==> src/rtl/core/als_pkg.sv <==
// Shared constants, payload types and state encoding for the line stipple dash generator.
package als_pkg;

    localparam int DASH_STEP   = 4;
    localparam int MAX_LENGTH  = 512;
    localparam int MAX_RESULTS = 64;

    localparam int POS_W   = 17;
    localparam int COORD_W = 17;
    localparam int HW_W    = 7;
    localparam int PAT_W   = 32;
    localparam int IDX_W   = 5;
    localparam int CNT_W   = $clog2(MAX_RESULTS + 1);
    localparam int MAG_W   = $clog2(((MAX_LENGTH > DASH_STEP) ? MAX_LENGTH : DASH_STEP) + 1);

    typedef struct packed {
        logic                      vertical;
        logic signed [15:0]        base;
        logic signed [COORD_W-1:0] cross_lo;
        logic signed [COORD_W-1:0] cross_hi;
        logic signed [POS_W-1:0]   len;
        logic [MAG_W-1:0]          len_mag;
        logic [PAT_W-1:0]          pattern;
    } t_cmd;

    typedef struct packed {
        logic                      dash_valid;
        logic signed [COORD_W-1:0] a_x;
        logic signed [COORD_W-1:0] a_y;
        logic signed [COORD_W-1:0] b_x;
        logic signed [COORD_W-1:0] b_y;
        logic                      last;
    } t_res;

    typedef enum logic [1:0] {
        ST_IDLE,
        ST_WALK,
        ST_FINISH
    } t_back_state;

endpackage

==> src/rtl/core/axis_line_stipple_dash_generator_unit.sv <==
// Stippled line dash generator: line commands in, dash rectangles out.
//
// Input channel: a command (axis, start point, signed length, width, 32-bit
// stipple pattern) is transferred at a clock edge with i_push high and o_full
// low. Output channel: the oldest result sits on the o_ ports while o_empty is
// low and is transferred at an edge with i_pop high and o_empty low.
// Each command yields one result per dash (at most 64), the last one marked
// with o_last; a command without dashes yields one result with o_dash_valid 0.
// With an idle back stage, a zero-length command passes the front register,
// the command queue, the back stage load and the result queue before it shows.
// Each dash is held until the next dash closes or the walk ends, so the first
// dash shows only once the walk has reached the close of the second dash or
// the end of the line.
// Throughput: the back stage walks one step per cycle while the result queue
// has room, so a command occupies it for its whole walk plus load and finish;
// this walk loop sets the sustained rate. A two-entry command queue lets new
// commands be taken while a line is still being walked.
// When the receiver stalls, the two-entry result queue fills and the walk
// pauses; no result is lost. Synchronous reset empties both queues and
// returns the walker to idle.
module axis_line_stipple_dash_generator_unit
    import als_pkg::*;
(
    input  logic                      i_clk,
    input  logic                      i_rst_n,
    input  logic                      i_push,
    output logic                      o_full,
    input  logic                      i_func,
    input  logic [15:0]               i_start_x,
    input  logic [15:0]               i_start_y,
    input  logic [10:0]               i_length,
    input  logic [7:0]                i_line_width,
    input  logic [31:0]               i_pattern,
    output logic                      o_empty,
    input  logic                      i_pop,
    output logic                      o_dash_valid,
    output logic signed [COORD_W-1:0] o_corner_a_x,
    output logic signed [COORD_W-1:0] o_corner_a_y,
    output logic signed [COORD_W-1:0] o_corner_b_x,
    output logic signed [COORD_W-1:0] o_corner_b_y,
    output logic                      o_last
);

    t_cmd front_cmd;
    logic front_push;
    logic q_full;
    t_cmd q_data;
    logic q_empty;
    logic q_pop;

    als_front u_front (
        .i_clk        (i_clk),
        .i_rst_n      (i_rst_n),
        .i_push       (i_push),
        .o_full       (o_full),
        .i_func       (i_func),
        .i_start_x    (i_start_x),
        .i_start_y    (i_start_y),
        .i_length     (i_length),
        .i_line_width (i_line_width),
        .i_pattern    (i_pattern),
        .o_cmd_push   (front_push),
        .o_cmd        (front_cmd),
        .i_q_full     (q_full)
    );

    als_cmd_queue u_cmd_queue (
        .i_clk   (i_clk),
        .i_rst_n (i_rst_n),
        .i_push  (front_push),
        .i_data  (front_cmd),
        .o_full  (q_full),
        .i_pop   (q_pop),
        .o_data  (q_data),
        .o_empty (q_empty)
    );

    als_back u_back (
        .i_clk        (i_clk),
        .i_rst_n      (i_rst_n),
        .i_cmd        (q_data),
        .i_cmd_empty  (q_empty),
        .o_cmd_pop    (q_pop),
        .i_pop        (i_pop),
        .o_empty      (o_empty),
        .o_dash_valid (o_dash_valid),
        .o_corner_a_x (o_corner_a_x),
        .o_corner_a_y (o_corner_a_y),
        .o_corner_b_x (o_corner_b_x),
        .o_corner_b_y (o_corner_b_y),
        .o_last       (o_last)
    );

endmodule

==> src/rtl/core/als_front.sv <==
// Front stage: accepts line commands, saturates the length and precomputes the cross-axis corners.
module als_front
    import als_pkg::*;
(
    input  logic         i_clk,
    input  logic         i_rst_n,
    input  logic         i_push,
    output logic         o_full,
    input  logic         i_func,
    input  logic [15:0]  i_start_x,
    input  logic [15:0]  i_start_y,
    input  logic [10:0]  i_length,
    input  logic [7:0]   i_line_width,
    input  logic [31:0]  i_pattern,
    output logic         o_cmd_push,
    output t_cmd         o_cmd,
    input  logic         i_q_full
);

    localparam logic signed [POS_W-1:0] MAX_POS = POS_W'(MAX_LENGTH);

    logic                      r_valid;
    logic                      n_valid;
    t_cmd                      r_cmd;
    t_cmd                      n_cmd;
    logic                      accept;
    logic                      drain;
    logic signed [POS_W-1:0]   len_ext;
    logic signed [POS_W-1:0]   len_sat;
    logic signed [POS_W-1:0]   len_abs;
    logic [15:0]               cross_sel;
    logic [COORD_W-1:0]        cross_ext;
    logic [COORD_W-1:0]        hw_ext;

    assign o_full     = r_valid && i_q_full;
    assign accept     = i_push && !o_full;
    assign drain      = r_valid && !i_q_full;
    assign o_cmd_push = r_valid;
    assign o_cmd      = r_cmd;

    always_comb begin
        len_ext = {{(POS_W - 11){i_length[10]}}, i_length};
        if (len_ext > MAX_POS) begin
            len_sat = MAX_POS;
        end else if (len_ext < -MAX_POS) begin
            len_sat = -MAX_POS;
        end else begin
            len_sat = len_ext;
        end
        len_abs   = len_sat[POS_W-1] ? -len_sat : len_sat;
        cross_sel = i_func ? i_start_x : i_start_y;
        cross_ext = {cross_sel[15], cross_sel};
        hw_ext    = {{(COORD_W - HW_W){1'b0}}, i_line_width[7:1]};

        n_cmd.vertical = i_func;
        n_cmd.base     = i_func ? i_start_y : i_start_x;
        n_cmd.cross_lo = cross_ext - hw_ext;
        n_cmd.cross_hi = cross_ext + hw_ext;
        n_cmd.len      = len_sat;
        n_cmd.len_mag  = len_abs[MAG_W-1:0];
        n_cmd.pattern  = i_pattern;

        if (accept) begin
            n_valid = 1'b1;
        end else if (drain) begin
            n_valid = 1'b0;
        end else begin
            n_valid = r_valid;
        end
    end

    always_ff @(posedge i_clk) begin
        if (!i_rst_n) begin
            r_valid <= 1'b0;
        end else begin
            r_valid <= n_valid;
        end
    end

    always_ff @(posedge i_clk) begin
        if (accept) begin
            r_cmd <= n_cmd;
        end
    end

endmodule

==> src/rtl/core/als_cmd_queue.sv <==
// Two-entry queue of classified commands between the front and back stages.
module als_cmd_queue
    import als_pkg::*;
(
    input  logic i_clk,
    input  logic i_rst_n,
    input  logic i_push,
    input  t_cmd i_data,
    output logic o_full,
    input  logic i_pop,
    output t_cmd o_data,
    output logic o_empty
);

    t_cmd       r_mem [2];
    logic       r_wr_ptr;
    logic       r_rd_ptr;
    logic [1:0] r_count;
    logic       n_wr_ptr;
    logic       n_rd_ptr;
    logic [1:0] n_count;
    logic       do_push;
    logic       do_pop;

    assign o_full  = (r_count == 2'd2);
    assign o_empty = (r_count == 2'd0);
    assign o_data  = r_mem[r_rd_ptr];
    assign do_push = i_push && !o_full;
    assign do_pop  = i_pop && !o_empty;

    always_comb begin
        n_wr_ptr = do_push ? ~r_wr_ptr : r_wr_ptr;
        n_rd_ptr = do_pop ? ~r_rd_ptr : r_rd_ptr;
        n_count  = r_count + {1'b0, do_push} - {1'b0, do_pop};
    end

    always_ff @(posedge i_clk) begin
        if (!i_rst_n) begin
            r_wr_ptr <= 1'b0;
            r_rd_ptr <= 1'b0;
            r_count  <= 2'd0;
        end else begin
            r_wr_ptr <= n_wr_ptr;
            r_rd_ptr <= n_rd_ptr;
            r_count  <= n_count;
        end
    end

    always_ff @(posedge i_clk) begin
        if (do_push) begin
            r_mem[r_wr_ptr] <= i_data;
        end
    end

endmodule

==> src/rtl/core/als_back.sv <==
// Back stage: walks a line one step per unstalled cycle, forms and queues dash rectangles.
module als_back
    import als_pkg::*;
(
    input  logic                      i_clk,
    input  logic                      i_rst_n,
    input  t_cmd                      i_cmd,
    input  logic                      i_cmd_empty,
    output logic                      o_cmd_pop,
    input  logic                      i_pop,
    output logic                      o_empty,
    output logic                      o_dash_valid,
    output logic signed [COORD_W-1:0] o_corner_a_x,
    output logic signed [COORD_W-1:0] o_corner_a_y,
    output logic signed [COORD_W-1:0] o_corner_b_x,
    output logic signed [COORD_W-1:0] o_corner_b_y,
    output logic                      o_last
);

    localparam logic signed [POS_W-1:0] STEP_POS = POS_W'(DASH_STEP);
    localparam logic [MAG_W-1:0]        STEP_MAG = MAG_W'(DASH_STEP);
    localparam logic [CNT_W-1:0]        CNT_MAX  = CNT_W'(MAX_RESULTS);

    function automatic t_res mk_res(input t_cmd cmd, input logic signed [POS_W-1:0] s_pos,
                                    input logic signed [POS_W-1:0] e_pos, input logic last);
        t_res                      res;
        logic signed [COORD_W-1:0] base_ext;
        logic signed [COORD_W-1:0] along_a;
        logic signed [COORD_W-1:0] along_b;
        base_ext = {cmd.base[15], cmd.base};
        along_a  = base_ext + s_pos;
        along_b  = base_ext + e_pos;
        res.dash_valid = 1'b1;
        res.last       = last;
        if (cmd.vertical) begin
            res.a_x = cmd.cross_lo;
            res.a_y = along_a;
            res.b_x = cmd.cross_hi;
            res.b_y = along_b;
        end else begin
            res.a_x = along_a;
            res.a_y = cmd.cross_lo;
            res.b_x = along_b;
            res.b_y = cmd.cross_hi;
        end
        return res;
    endfunction

    t_back_state             r_state, n_state;
    t_cmd                    r_cmd, n_cmd;
    logic signed [POS_W-1:0] r_cursor, n_cursor;
    logic signed [POS_W-1:0] r_run_start, n_run_start;
    logic [IDX_W-1:0]        r_idx, n_idx;
    logic                    r_open, n_open;
    logic [MAG_W-1:0]        r_rem, n_rem;
    logic                    r_held_valid, n_held_valid;
    logic signed [POS_W-1:0] r_held_start, n_held_start;
    logic signed [POS_W-1:0] r_held_end, n_held_end;
    logic [CNT_W-1:0]        r_count, n_count;

    t_res                    r_omem [2];
    logic                    r_owr;
    logic                    r_ord;
    logic [1:0]              r_ocnt;
    logic                    out_full;
    logic                    out_pop;
    logic                    push;
    t_res                    push_res;

    logic                    step_done;
    logic signed [POS_W-1:0] step_cursor;
    logic [IDX_W-1:0]        step_idx;
    logic                    step_bit;
    logic                    found;

    assign out_full = (r_ocnt == 2'd2);
    assign o_empty  = (r_ocnt == 2'd0);
    assign out_pop  = i_pop && !o_empty;

    assign o_dash_valid = r_omem[r_ord].dash_valid;
    assign o_corner_a_x = r_omem[r_ord].a_x;
    assign o_corner_a_y = r_omem[r_ord].a_y;
    assign o_corner_b_x = r_omem[r_ord].b_x;
    assign o_corner_b_y = r_omem[r_ord].b_y;
    assign o_last       = r_omem[r_ord].last;

    // One walk step: the final step lands exactly on the end point.
    always_comb begin
        step_done   = (r_rem <= STEP_MAG);
        step_cursor = step_done ? r_cmd.len
                    : (r_cmd.len[POS_W-1] ? r_cursor - STEP_POS : r_cursor + STEP_POS);
        step_idx    = r_idx + IDX_W'(1);
        step_bit    = r_cmd.pattern[step_idx];
        found       = r_open && (!step_bit || step_done);
    end

    always_comb begin
        n_state      = r_state;
        n_cmd        = r_cmd;
        n_cursor     = r_cursor;
        n_run_start  = r_run_start;
        n_idx        = r_idx;
        n_open       = r_open;
        n_rem        = r_rem;
        n_held_valid = r_held_valid;
        n_held_start = r_held_start;
        n_held_end   = r_held_end;
        n_count      = r_count;
        o_cmd_pop    = 1'b0;
        push         = 1'b0;
        push_res     = '0;

        case (r_state)
            ST_IDLE: begin
                if (!i_cmd_empty) begin
                    o_cmd_pop    = 1'b1;
                    n_cmd        = i_cmd;
                    n_cursor     = '0;
                    n_run_start  = '0;
                    n_idx        = '0;
                    n_open       = i_cmd.pattern[0];
                    n_rem        = i_cmd.len_mag;
                    n_held_valid = 1'b0;
                    n_count      = '0;
                    n_state      = (i_cmd.len_mag == '0) ? ST_FINISH : ST_WALK;
                end
            end
            ST_WALK: begin
                if (!out_full) begin
                    n_cursor = step_cursor;
                    n_idx    = step_idx;
                    n_rem    = r_rem - STEP_MAG;
                    if (r_open) begin
                        if (found) begin
                            n_run_start = step_cursor;
                            n_open      = 1'b0;
                        end
                    end else if (step_bit) begin
                        n_run_start = step_cursor;
                        n_open      = 1'b1;
                    end
                    // The newest dash is held back until it is known whether it is the last.
                    if (found && (r_count < CNT_MAX)) begin
                        if (r_held_valid) begin
                            push     = 1'b1;
                            push_res = mk_res(r_cmd, r_held_start, r_held_end, 1'b0);
                        end
                        n_held_valid = 1'b1;
                        n_held_start = r_run_start;
                        n_held_end   = step_cursor;
                        n_count      = r_count + CNT_W'(1);
                    end
                    if (step_done) begin
                        n_state = ST_FINISH;
                    end
                end
            end
            ST_FINISH: begin
                if (!out_full) begin
                    push = 1'b1;
                    if (r_held_valid) begin
                        push_res = mk_res(r_cmd, r_held_start, r_held_end, 1'b1);
                    end else begin
                        push_res      = '0;
                        push_res.last = 1'b1;
                    end
                    n_held_valid = 1'b0;
                    n_state      = ST_IDLE;
                end
            end
            default: begin
                n_state = ST_IDLE;
            end
        endcase
    end

    always_ff @(posedge i_clk) begin
        if (!i_rst_n) begin
            r_state      <= ST_IDLE;
            r_held_valid <= 1'b0;
            r_owr        <= 1'b0;
            r_ord        <= 1'b0;
            r_ocnt       <= 2'd0;
        end else begin
            r_state      <= n_state;
            r_held_valid <= n_held_valid;
            r_owr        <= push ? ~r_owr : r_owr;
            r_ord        <= out_pop ? ~r_ord : r_ord;
            r_ocnt       <= r_ocnt + {1'b0, push} - {1'b0, out_pop};
        end
    end

    always_ff @(posedge i_clk) begin
        r_cmd        <= n_cmd;
        r_cursor     <= n_cursor;
        r_run_start  <= n_run_start;
        r_idx        <= n_idx;
        r_open       <= n_open;
        r_rem        <= n_rem;
        r_held_start <= n_held_start;
        r_held_end   <= n_held_end;
        r_count      <= n_count;
        if (push) begin
            r_omem[r_owr] <= push_res;
        end
    end

endmodule

==> config.mk <==
export PLATFORM = sky130hd
export DESIGN_NAME = axis_line_stipple_dash_generator_unit
export DESIGN_NICKNAME = d
export VERILOG_FILES = /design/src/rtl/core/als_pkg.sv /design/src/rtl/core/axis_line_stipple_dash_generator_unit.sv /design/src/rtl/core/als_front.sv /design/src/rtl/core/als_cmd_queue.sv /design/src/rtl/core/als_back.sv
export SDC_FILE = /design/constraint.sdc
export NUM_CORES = 1
export LEC_CHECK = 0
export BUFFER_PORTS_ARGS = -buffer_cell sky130_fd_sc_hd__buf_2
export CORE_AREA = 2 2 335 337
export DETAILED_ROUTE_END_ITERATION = 8
export DIE_AREA = 0 0 337 339
export GPL_TIMING_DRIVEN = 0
export HOLD_SLACK_MARGIN = 0.05
export PLACE_DENSITY_LB_ADDON = 0.15
export SLEW_MARGIN = 30
export SYNTH_ARGS = -nofsm -noshare
export SYNTH_HDL_FRONTEND = slang
export SYNTH_SLANG_ARGS = --single-unit
==> constraint.sdc <==
create_clock -name i_clk -period 8.9 [get_ports i_clk]
set_clock_uncertainty 0.05 [all_clocks]
set_input_delay 1.78 -clock i_clk [delete_from_list [all_inputs] [get_ports i_clk]]
set_output_delay 1.78 -clock i_clk [all_outputs]
set_load 0.1 [all_outputs]
==> results_dict.tcl <==
set metrics [dict create \
    async_flop_share_pct 0 \
    cts_hold_buf 0 \
    synth_edf_count 634 \
    fmax_ghz 0.172 \
    hold_path.class "reg2reg" \
    clkLatencyLatePin_ns 0.62 \
    critPathKind "in2reg" \
    core_area_mm2 0.110 \
    die_area_mm2 0.114 \
    avgSynthCellArea_um2 15.6 \
    r2r_start "u_back.r_idx[1]" \
    dr.pass1.iters 5 \
    status "complete, no violations" \
    clockBufferDepth 3 \
    maxSlewHeadroom_pct 37.6 \
    synth-main-ff-cell "edfxtp_1" \
    io_buffers 158 \
    grt_use_total_pct 11.5 \
    grt_pass1_vias 15800 \
    p_total_w 0.0112 \
    cts_sinks 648 \
    gp_congestion 0.797 \
    rsz0062_at_grt "false" \
    min-delay-start "u_back.r_run_start[6]" \
    synth_area_mm2 0.0275 \
    final_util_pct 30.0 \
    fin_crit_sh_pct 65.3 \
    antenna_found_initial 14 \
    worst-path-max-fanout 10 \
    h-tree-depth 3 \
    final_nets 2189 \
    die_y_um 339 \
    cts_tree "built" \
    ant_nets 0 \
    synthTopCellsByArea "edfxtp_1 69%, mux2_2 7.9%, ha_1 3.3%, nor2_1 1.8%, mux2i_1 1.7%" \
    drv_slew 0 \
    hold_viol_final 0 \
    cp-start-kind "input pin" \
    initialDrtViolationCount 679 \
    cts-root-buf "clkbuf_16" \
    grt_pass1_wl_um 98900 \
    dpl.hpwl_um 49000 \
    synth.distinct_cells 58 \
    post_cts_resized 0 \
    leakage_nw 11.3 \
    synthToLayoutAreaGrowth_pct 20.6 \
    drive_above_1_share_pct 24.7 \
    routed_via_density 4.18 \
    final_common_cell "edfxtp_1" \
    finalNonFillerCells 3567 \
    endpoint_kind "register" \
    tns_ns 0 \
    die_w_um 337 \
    p_per_area_mw_per_mm2 339 \
    tightest_slew_ns 0.926 \
    maxCapViolations 0 \
    crit_required_ns 9.21 \
    initial_core_util_pct 24.9 \
    synth_top_area_share_pct 69.2 \
    ys_ff_latch 648 \
    syn-num-nets 1934 \
    yosysTopAreaCell "edfxtp_1" \
    ios 160 \
    crit_arrival_ns 6.13 \
    grt_max_degree 50 \
    drc 0 \
    grt-ovfl-total 0 \
    mostFrequentLayoutCells "634 x edfxtp_1, 192 x mux2_2, 160 x buf_2" \
    drt-wirelength-per-cell_um 18.4 \
    cts_buffers 75 \
    dpl.cell_count 3434 \
    finalSetupViolCount 0 \
    fin_crit_ns 5.81 \
    yosysSeqAreaShare_pct 70.3 \
    path_clk_slew_ns 0.06 \
    cts_setup_buffers 0 \
    via_count 14900 \
    wl_um 65600 \
    synthesis.instances 1768 \
    ys_warn_count 0 \
    nFillCells 11000 \
    ir_drop_uv 148 \
    std_cell_rows 122 \
    crit_start "i_func" \
]
## worst max-delay path, stage by stage
cell and delay, ns:
buf_2 0.09, clkbuf_1 0.39, clkbuf_1 0.61, buf_1 0.65, mux2i_1 0.22, inv_1 0.09
ha_1 0.15, inv_1 0.06, fa_1 0.44, o21ba_2 0.22, o21bai_1 0.19, a21o_1 0.16
a21oi_1 0.11, o21a_1 0.26, or4_1 0.56, xnor2_1 0.14
## cell usage after synthesis (all sizes together), types with 8 or more instances
cell,number
inv,55
o21ai,48
nor2b,18
edfxtp,634
xnor2,50
mux4,10
xor2,36
clkbuf,36
a21oi,82
or3,10
nor2,131
nand2b,8
dfxtp,14
nand2,107
nor3,17
mux2i,48
o21a,15
nor4,10
a21o,11
nand3,16
a211oi,18
and2,32
mux2,192
buf,22
ha,73
## logic make-up (layout without fill, tap and decap cells)
family / Yosys count / count (layout) / synth area share [%]
mux: 250 / 250 / 10.4
fa+ha+maj: 78 / 78 / 3.69
flops: 648 / 648 / 70.3
buf+inv: 114 / 420 / 1.68
other cells: 0 / 5 / 0
simple gates: 370 / 370 / 6.15
xor+xnor: 86 / 86 / 2.74
compound gates: 222 / 222 / 5.02
## registers in the layout (all words and copies together) (netlist names), 5 cells and up, named ones only
signal,flops
u_back.r_cursor,17
u_back.r_idx,5
u_back.r_held_end,17
u_back.r_held_start,17
u_back.r_rem,10
u_back.r_omem,140
u_cmd_queue.r_mem,206
u_back.r_count,7
u_back.r_run_start,17
u_back.r_cmd,94
u_front.o_cmd,103
## per-stage QoR
step	hold slack (ns)	instance area, um2	worst slack, ns
CTS	0.373	33100	2.89
detailed placement	0.361	30700	2.21
global placement	0.358	30100	-0.987
finish	0.372	33100	3.09
floorplan	0.350	27500	2.01
global route	0.377	33100	2.67
## layer usage
metal | GRT usage [%] | wire [um] | part of all wire [%]
met1 | 15.0 | 30000 | 46
met2 | 18.9 | 31100 | 47
met3 | 2.52 | 2740 | 4.2
met4 | 3.62 | 1580 | 2.4
met5 | 0 | 103 | 0.16
## layout make-up
class	instances	area, um2	area share [%]
multi-input combinational	1006	7760	23.4
timing repair buffer	178	1310	3.96
tap	1488	1860	5.62
sequential	648	19300	58.3
clock inverter	38	455	1.37
antenna	5	12.5	0.0377
buffer	58	254	0.766
inverter	56	215	0.649
clock buffer	90	1950	5.90
## power by group
group | total [W] | switching [W] | internal [W]
Sequential | 0.00449 | 0.000297 | 0.00419
Combinational | 0.00370 | 0.00248 | 0.00122
Clock | 0.00304 | 0.00121 | 0.00183
## worst paths after layout
kind	to	slack, ns	cells after the start
max	u_front.o_cmd[73]	3.09	16
min	u_back.r_held_start[6]	0.37	0
max reg2reg	u_back.r_omem[1][25]	4.42	9
min reg2reg	u_back.r_held_start[6]	0.37	0
(Power assumes the default switching activity.)
